### config.mk
export PLATFORM = sky130hd
export DESIGN_NAME = modular_exponentiation
export DESIGN_NICKNAME = d
export VERILOG_FILES = /design/src/rtl/core/modexp_pkg.sv /design/src/rtl/core/modular_exponentiation.sv /design/src/rtl/core/modexp_mulmod.sv
export SDC_FILE = /design/constraint.sdc
export NUM_CORES = 1
export LEC_CHECK = 0
export BUFFER_PORTS_ARGS = -buffer_cell sky130_fd_sc_hd__buf_2
export CAP_MARGIN = 20
export CORE_ASPECT_RATIO = 1.25
export CORE_UTILIZATION = 35
export CTS_BUF_LIST = sky130_fd_sc_hd__clkbuf_8
export DETAILED_ROUTE_END_ITERATION = 12
export PLACE_DENSITY = 0.49
export SYNTH_ARGS = -nofsm -noshare
export SYNTH_HDL_FRONTEND = slang
export SYNTH_HIERARCHICAL = 1
export SYNTH_SLANG_ARGS = --single-unit
export TNS_END_PERCENT = 50
### constraint.sdc
create_clock -name clk -period 12.5 [get_ports clk]
set_clock_uncertainty 0.1 [all_clocks]
set_input_delay 2.5 -clock clk [delete_from_list [all_inputs] [get_ports clk]]
set_output_delay 2.5 -clock clk [all_outputs]
set_load 0.01 [all_outputs]
### src/rtl/core/modexp_pkg.sv
// shared constants and types for the modular exponentiation block
package modexp_pkg;

	localparam int MODULUS_DEF  = 100000007;
	localparam int EXP_BITS_DEF = 31;

	localparam int BASE_W   = 32;
	localparam int EXPO_W   = 31;
	localparam int RESULT_W = 27;

	typedef struct packed {
		logic busy;
		logic done;
	} mm_stat_t;

endpackage

### src/rtl/core/modular_exponentiation.sv
// modular exponentiation top level: sequencer around a shared modular multiplier
//
// input channel: base_value and exponent_value, taken when in_valid is high and
// in_stall is low. in_stall stays high from the accepting edge until the result
// has been moved into the output register, so one transaction is in flight.
// output channel: power_result with out_valid, taken when out_stall is low.
// the result waits in the output register while out_stall is high, and the
// sequencer holds its last step until that register is free.
// each modular multiply or square runs in the bit-serial unit with a start step and
// a finish step. from the accepting edge to out_valid the sequencer runs the base
// reduction, then a multiply per set exponent bit and a squaring per bit below the
// top set bit, then completion; a zero exponent goes straight to completion.
// only one transaction is taken at a time, as all steps share the single
// multiplier.
// reset clears the sequencer and out_valid.
module modular_exponentiation import modexp_pkg::*; #(
	parameter int MODULUS  = MODULUS_DEF,
	parameter int EXP_BITS = EXP_BITS_DEF
) (
	input  logic                clk,
	input  logic                arst_n,
	input  logic                in_valid,
	output logic                in_stall,
	input  logic [BASE_W-1:0]   base_value,
	input  logic [EXPO_W-1:0]   exponent_value,
	output logic                out_valid,
	input  logic                out_stall,
	output logic [RESULT_W-1:0] power_result
);

	localparam int RES_W = $clog2(MODULUS);
	localparam logic [RES_W:0] MOD_R = (RES_W+1)'(64'(MODULUS));

	localparam logic [2:0] ST_IDLE = 3'd0;
	localparam logic [2:0] ST_RED  = 3'd1;
	localparam logic [2:0] ST_DEC  = 3'd2;
	localparam logic [2:0] ST_MUL  = 3'd3;
	localparam logic [2:0] ST_SQR  = 3'd4;
	localparam logic [2:0] ST_DONE = 3'd5;

	logic [2:0]          state_q;
	logic [EXP_BITS-1:0] expo_q;
	logic [RES_W-1:0]    acc_q;
	logic [RES_W-1:0]    pow_q;
	logic                out_valid_q;
	logic [RESULT_W-1:0] power_q;

	logic                accept;
	logic                out_free;
	logic                mm_start;
	logic [RES_W-1:0]    mm_a;
	logic [BASE_W-1:0]   mm_b;
	logic [RES_W-1:0]    mm_r;
	mm_stat_t            mm_stat;

	logic [EXPO_W+EXP_BITS-1:0] expo_ext;
	logic [RES_W+RESULT_W-1:0]  acc_ext;

	assign in_stall = (state_q != ST_IDLE);
	assign accept   = in_valid && !in_stall;
	assign out_free = !out_valid_q || !out_stall;
	assign expo_ext = {{EXP_BITS{1'b0}}, exponent_value};
	assign acc_ext  = {{RESULT_W{1'b0}}, acc_q};

	// operand select for the shared unit
	always_comb begin
		mm_start = 1'b0;
		mm_a     = pow_q;
		mm_b     = BASE_W'(pow_q);
		unique case (state_q)
			ST_IDLE: begin
				mm_start = accept;
				mm_a     = RES_W'(1);
				mm_b     = base_value;
			end
			ST_DEC: begin
				mm_start = (expo_q != '0);
				mm_a     = expo_q[0] ? acc_q : pow_q;
			end
			default: begin
				mm_start = 1'b0;
			end
		endcase
	end

	modexp_mulmod #(
		.MODULUS(MODULUS)
	) u_mulmod (
		.clk    (clk),
		.arst_n (arst_n),
		.start  (mm_start),
		.a_in   (mm_a),
		.b_in   (mm_b),
		.r_out  (mm_r),
		.stat   (mm_stat)
	);

	always_ff @(posedge clk or negedge arst_n) begin
		if (!arst_n) begin
			state_q     <= ST_IDLE;
			out_valid_q <= 1'b0;
		end else begin
			if (state_q == ST_DONE && out_free) begin
				out_valid_q <= 1'b1;
			end else if (out_valid_q && !out_stall) begin
				out_valid_q <= 1'b0;
			end
			unique case (state_q)
				ST_IDLE: begin
					if (accept) state_q <= ST_RED;
				end
				ST_RED, ST_MUL, ST_SQR: begin
					if (mm_stat.done) state_q <= ST_DEC;
				end
				ST_DEC: begin
					if (expo_q == '0) begin
						state_q <= ST_DONE;
					end else if (expo_q[0]) begin
						state_q <= ST_MUL;
					end else begin
						state_q <= ST_SQR;
					end
				end
				ST_DONE: begin
					if (out_free) state_q <= ST_IDLE;
				end
				default: begin
					state_q <= ST_IDLE;
				end
			endcase
		end
	end

	always_ff @(posedge clk) begin
		if (accept) begin
			expo_q <= expo_ext[EXP_BITS-1:0];
			acc_q  <= RES_W'(1);
		end
		if (mm_stat.done) begin
			case (state_q)
				ST_RED: pow_q <= mm_r;
				ST_MUL: begin
					acc_q     <= mm_r;
					expo_q[0] <= 1'b0;
				end
				ST_SQR: begin
					pow_q  <= mm_r;
					expo_q <= expo_q >> 1;
				end
				default: begin
				end
			endcase
		end
		if (state_q == ST_DONE && out_free) begin
			power_q <= acc_ext[RESULT_W-1:0];
		end
	end

	assign out_valid    = out_valid_q;
	assign power_result = power_q;

	a_done_in_op: assert property (@(posedge clk) disable iff (!arst_n)
		mm_stat.done |-> (state_q == ST_RED || state_q == ST_MUL || state_q == ST_SQR))
		else $error("multiplier finished outside an operation");

	a_accept_starts: assert property (@(posedge clk) disable iff (!arst_n)
		accept |=> mm_stat.busy && state_q == ST_RED)
		else $error("accepted transaction did not start reduction");

	a_residues: assert property (@(posedge clk) disable iff (!arst_n)
		state_q == ST_DEC |-> ({1'b0, acc_q} < MOD_R) && ({1'b0, pow_q} < MOD_R))
		else $error("running value not reduced");

	a_done_hands_off: assert property (@(posedge clk) disable iff (!arst_n)
		state_q == ST_DONE && out_free |=> state_q == ST_IDLE && out_valid_q)
		else $error("result not handed to output register");

endmodule

### src/rtl/core/modexp_mulmod.sv
// shared bit-serial modular multiplier, one multiplier bit per cycle
module modexp_mulmod import modexp_pkg::*; #(
	parameter int MODULUS = MODULUS_DEF,
	localparam int RES_W = $clog2(MODULUS)
) (
	input  logic              clk,
	input  logic              arst_n,
	input  logic              start,
	input  logic [RES_W-1:0]  a_in,
	input  logic [BASE_W-1:0] b_in,
	output logic [RES_W-1:0]  r_out,
	output mm_stat_t          stat
);

	localparam int CNT_W = $clog2(BASE_W);
	localparam logic [CNT_W-1:0] CNT_LAST = CNT_W'(BASE_W - 1);
	localparam logic [RES_W+1:0] MOD1_C = (RES_W+2)'(64'(MODULUS));
	localparam logic [RES_W+1:0] MOD2_C = (RES_W+2)'(64'(MODULUS) * 64'd2);

	logic [RES_W-1:0]  r_q;
	logic [RES_W-1:0]  a_q;
	logic [BASE_W-1:0] b_q;
	logic [CNT_W-1:0]  cnt_q;
	logic              busy_q;
	logic              done_q;

	logic [RES_W+1:0]  add_v;
	logic [RES_W+1:0]  sum_v;
	logic [RES_W+1:0]  sub1_v;
	logic [RES_W+1:0]  sub2_v;
	logic [RES_W-1:0]  r_next;

	// r = 2r + bit*a stays below 3m, so at most two subtracts
	always_comb begin
		add_v  = b_q[BASE_W-1] ? {2'b00, a_q} : '0;
		sum_v  = {1'b0, r_q, 1'b0} + add_v;
		sub1_v = sum_v - MOD1_C;
		sub2_v = sum_v - MOD2_C;
		if (sum_v >= MOD2_C) begin
			r_next = sub2_v[RES_W-1:0];
		end else if (sum_v >= MOD1_C) begin
			r_next = sub1_v[RES_W-1:0];
		end else begin
			r_next = sum_v[RES_W-1:0];
		end
	end

	always_ff @(posedge clk or negedge arst_n) begin
		if (!arst_n) begin
			busy_q <= 1'b0;
			done_q <= 1'b0;
			cnt_q  <= '0;
		end else begin
			done_q <= 1'b0;
			if (start) begin
				busy_q <= 1'b1;
				cnt_q  <= CNT_LAST;
			end else if (busy_q) begin
				cnt_q <= cnt_q - 1'b1;
				if (cnt_q == '0) begin
					busy_q <= 1'b0;
					done_q <= 1'b1;
				end
			end
		end
	end

	always_ff @(posedge clk) begin
		if (start) begin
			r_q <= '0;
			a_q <= a_in;
			b_q <= b_in;
		end else if (busy_q) begin
			r_q <= r_next;
			b_q <= {b_q[BASE_W-2:0], 1'b0};
		end
	end

	assign r_out     = r_q;
	assign stat.busy = busy_q;
	assign stat.done = done_q;

	// partial remainder stays a residue while iterating
	a_r_residue: assert property (@(posedge clk) disable iff (!arst_n)
		busy_q && !start |-> {2'b00, r_q} < MOD1_C)
		else $error("partial remainder out of range");

	a_done_after_busy: assert property (@(posedge clk) disable iff (!arst_n)
		done_q |-> $past(busy_q) && !busy_q)
		else $error("done without a running operation");

endmodule

Word level (Yosys, flattened, before mapping)
Index checks and enable logic that the tools add are counted. W data, S select, Z words.

Bits in registers: 209. Input bits: 67. Output and inout port bits: 29. Word-level logic and storage cells: 76.

Add/subtract/negate cells: 4. $lt $le $gt $ge: 2. Equal/unequal tests: 8. Mux-type cells: 32. Reduce and logical (&&, ||, !) cells: 18.

Operators with widths (count): $mux W27 (7); $mux W32 (3); $mux W31 (2); $pmux W27 S2 (1); $logic_not A31 Y1 (1); $reduce_bool A31 Y1 (1); $mux W30 (1); $add A28 B27 Y29 (1); $ge A29 B27 Y1 const B (1); $ge A29 B28 Y1 const B (1); $sub A27 B26 Y27 const B (1); $sub A27 B27 Y27 const B (1); $mux W3 (5); $pmux W3 S4 (1); $mux W5 (2); $mux W1 (8); $eq A3 B2 Y1 const B (2); $eq A3 B3 Y1 const B (2); $logic_not A5 Y1 (1); $sub A5 B1 Y5 const B (1); $ne A2 B2 Y1 const B (2); $pmux W1 S2 (2); $reduce_bool A2 Y1 (2); $eq A3 B1 Y1 const B (1); other kinds (10) (14).

Depth between registers and ports, before layout
Depth in word-level cells: 6. Gate-level depth with buffers: 18.

By module
Netlist, hierarchy kept.

Modules (own cells, without submodules): modexp_mulmod (times used 1, cells an instance 726, area an instance 6915.4 sq um, sequential area each 2487.4 sq um); modular_exponentiation (times used 1, cells an instance 539, area an instance 5147.4 sq um, sequential area each 2882.8 sq um).

Worst setup path before layout
OpenSTA, ideal clock, no wires.

Path type: in2reg. Start: in in_valid. End: reg u_mulmod.b_q[27], data pin. Arrival: 4.746 ns. Data required time: 12.140 ns. Slack: 7.394 ns. Stages on the path: 8. Buffers on the path: 5. Cell sequence: nand2_2 buf_6 buf_6 nand2_1 clkbuf_1 clkbuf_1 clkbuf_1 mux2_2.

Cells in the longest elaborated chain, start to end: 3.

RTL lines: start: declaration (line modular_exponentiation.sv:22) `input logic in_valid,`; $logic_and A1 B1 Y1 (line modular_exponentiation.sv:60) `assign accept = in_valid && !in_stall;`; $pmux W1 S2 (line modular_exponentiation.sv:70) `unique case (state_q)`; net mm_start (line modular_exponentiation.sv:50) `logic mm_start;`; $mux W32 (line modexp_mulmod.sv:69) `if (start) begin`; end signal: assignment (line modexp_mulmod.sv:72) `b_q <= b_in;`; end signal: assignment (line modexp_mulmod.sv:75) `b_q <= {b_q[BASE_W-2:0], 1'b0};`; end: declaration (line modexp_mulmod.sv:22) `logic [BASE_W-1:0] b_q;`.

The timed path passes the listed nets, and every way through them passes these cells. A chain may end at the register's enable or synchronous reset.

Worst setup path in the final report
Start: reg u_mulmod.b_q[31]. End: reg u_mulmod.r_q[23], in the netlist u_mulmod/r_out[23].

Cells in the longest elaborated chain, start to end: 5.

RTL lines: $mux W27 (*) (line modexp_mulmod.sv:35) `add_v = b_q[BASE_W-1] ? {2'b00, a_q} : '0;`; $add A28 B27 Y29 (*) (line modexp_mulmod.sv:36) `sum_v = {1'b0, r_q, 1'b0} + add_v;`; $sub A27 B27 Y27 or $ge A29 B27 Y1 (tied branches) (line modexp_mulmod.sv:37, modexp_mulmod.sv:41); $mux W27 (line modexp_mulmod.sv:41) `end else if (sum_v >= MOD1_C) begin`; $mux W27 (*) (line modexp_mulmod.sv:39) `if (sum_v >= MOD2_C) begin`; end signal: assignment (line modexp_mulmod.sv:74) `r_q <= r_next;`; end: declaration (line modexp_mulmod.sv:20) `logic [RES_W-1:0] r_q;`.

Mark *: on every way between the ends. The rest lies on a longest branch, timed or not.

==> flow_summary.json <==
{
  "critical_path_arrival_ns": 6.09,
  "period_needed_ns": 5.76,
  "syn_inst": 1264,
  "cts-root-buf": "clkbuf_8",
  "required_ns": 12.83,
  "die_area_um2": 35200,
  "post_cts_buffers": 0,
  "clock_path_buffers": 3,
  "cts.sinks": 209,
  "post-route-util_pct": 40.1,
  "pwr_density_cell_nw_per_um2": 261,
  "cts_made_buffers": 40,
  "initial_utilization_pct": 35.7,
  "clk_pin_slew_ns": 0.05,
  "setup_tns_ns": 0,
  "hold_viol": 0,
  "ant_nets": 0,
  "first_iter_violations": 510,
  "yosys_warnings": 6,
  "cts_max_level": 2,
  "cts_tree": "done",
  "grt_max_degree": 63,
  "place.gp.congestion": 0.883,
  "ios": 96,
  "placed_cell_area_um2": 12800,
  "grt.busiest_layer": "met2",
  "grt_use_met1_pct": 23.1,
  "syn_to_final_growth_pct": 12.2,
  "maxCapViolations": 0,
  "finalCritPeriodShare_pct": 46.1,
  "rsz0062_at_grt": "no",
  "vias": 9849,
  "peakVddDrop_v": 0.0000990,
  "run_status": "finished, final reports clean",
  "worstMarginPinSlew_ns": 0.970,
  "grt_pass1_vias": 9793,
  "p_leak_nw": 5.45,
  "drive_gt1_share_pct": 18.0,
  "cp_max_fo": 28,
  "min_path_type": "reg -> reg",
  "syn-num-nets": 1363,
  "stdcell_area_um2": 13500,
  "maxSlewViolCount": 0,
  "setup_viol": 0,
  "post_cts_resized": 0,
  "netlist_area_um2": 12100,
  "die_y_um": 209,
  "finalNetCount": 1433,
  "start_kind": "flop",
  "totalWireLength_um": 35200,
  "rows": 75,
  "portBuffers": 95,
  "drtPass1Iterations": 5,
  "antenna_found_initial": 0,
  "antenna_cells": 0,
  "overflow": 0,
  "pre_cts_ws_ns": 6.55,
  "worst_slack_ns": 6.74,
  "drcViolationCount": 0,
  "fill_cells": 3461,
  "wl_per_cell_um": 19.7,
  "relSlewSlack_pct": 35.2,
  "fmaxAchievable_mhz": 174,
  "syn_area_per_cell_um2": 9.54,
  "place_inst": 1715,
  "grt_usage_pct": 20.0,
  "vias_per_cell": 5.51,
  "dp_hpwl_um": 25200,
  "clk-insertion-delay-late_ns": 0.53,
  "critPathKind": "reg -> reg",
  "instances_no_fill": 1786,
  "met3_usage_pct": 2.81,
  "dieWidth_um": 168,
  "grt_pass1_wl_um": 54800,
  "core_um2": 33800,
  "cts_hold_buf": 0,
  "met2_usage_pct": 36.0,
  "crit_path_end_kind": "flop"
}
[flip-flops by register name, indices dropped and copies added, names as in the netlist, 5 cells and up]
register        flops
acc_q              27
expo_q             31
pow_q              27
power_result       27
u_mulmod/a_q       27
u_mulmod/b_q       32
u_mulmod/cnt_q      5
u_mulmod/r_out     27
[layer usage]
layer | wire length [um] | share of wire, %
met3 | 1290 | 3.7
met2 | 17900 | 51
met1 | 14300 | 41
met5 | 0 | 0
met4 | 1630 | 4.6
[report_power, final]
part           switching (mW)  internal [mW]
clock network           0.293          0.344
registers               0.194           1.02
logic                    1.04          0.646
[worst max-delay path, stage by stage, from the launching register on]
cell and delay, ns:
edfxtp_1 0.94, and2_1 0.24, ha_1 0.20, inv_1 0.07, fa_1 0.44, nor2b_2 0.20
o2111ai_1 0.29, a21oi_1 0.44, or3_1 0.17, and2_1 0.19, nand3_1 0.25, nor3_1 0.45
o311ai_4 0.19, a21oi_2 0.69, mux2_4 0.38, a21o_1 0.19, a311oi_2 0.21
[final timing paths]
check                           cells past startpoint                        from                              end  slack (ns)
max in group asynchronous                           1                      arst_n    u_mulmod/cnt_q[1]$_DFFE_PN0P_       10.30
worst max register to register                     16  u_mulmod/b_q[31]$_DFFE_PP_  u_mulmod/r_out[23]$_SDFFE_PP0P_        6.74
worst min register to register                      0           acc_q[15]$_DFF_P_       power_result[15]$_DFFE_PP_        0.36
worst max-delay path                               16  u_mulmod/b_q[31]$_DFFE_PP_  u_mulmod/r_out[23]$_SDFFE_PP0P_        6.74
min in group asynchronous                           1                      arst_n            out_valid$_DFFE_PN0P_        1.76
worst min-delay path                                0           acc_q[15]$_DFF_P_       power_result[15]$_DFFE_PP_        0.36
[per-stage QoR]
step / total power, mW / hold WS [ns]
2_1_floorplan: 2.45 / 0.322
3_5_place_dp: 2.90 / 0.343
5_1_grt: 3.79 / 0.371
3_3_place_gp: 2.90 / 0.343
6_report: 3.53 / 0.357
4_1_cts: 3.56 / 0.357
[final cells by class]
type / instances / area, um^2 / area share (%)
Timing Repair Buffer: 107 / 566 / 4.18
Sequential cell: 209 / 5370 / 39.7
Clock inverter: 27 / 143 / 1.05
Inverter: 45 / 169 / 1.25
Multi-Input combinational cell: 931 / 6150 / 45.4
Tap cell: 423 / 529 / 3.91
Clock buffer: 44 / 606 / 4.48
[cells in the final DEF (no fill, tap or decap), drive strengths merged, types with 28 or more instances in the layout]
| cell type | n |
|---|---|
| a21oi | 57 |
| a22o | 28 |
| and2 | 37 |
| buf | 107 |
| clkbuf | 44 |
| dfxtp | 85 |
| edfxtp | 113 |
| ha | 31 |
| inv | 66 |
| mux2 | 38 |
| mux2i | 40 |
| nand2 | 179 |
| nand3 | 76 |
| nor2 | 57 |
| o21ai | 118 |
No activity file was read; power rests on OpenSTA's default activity.
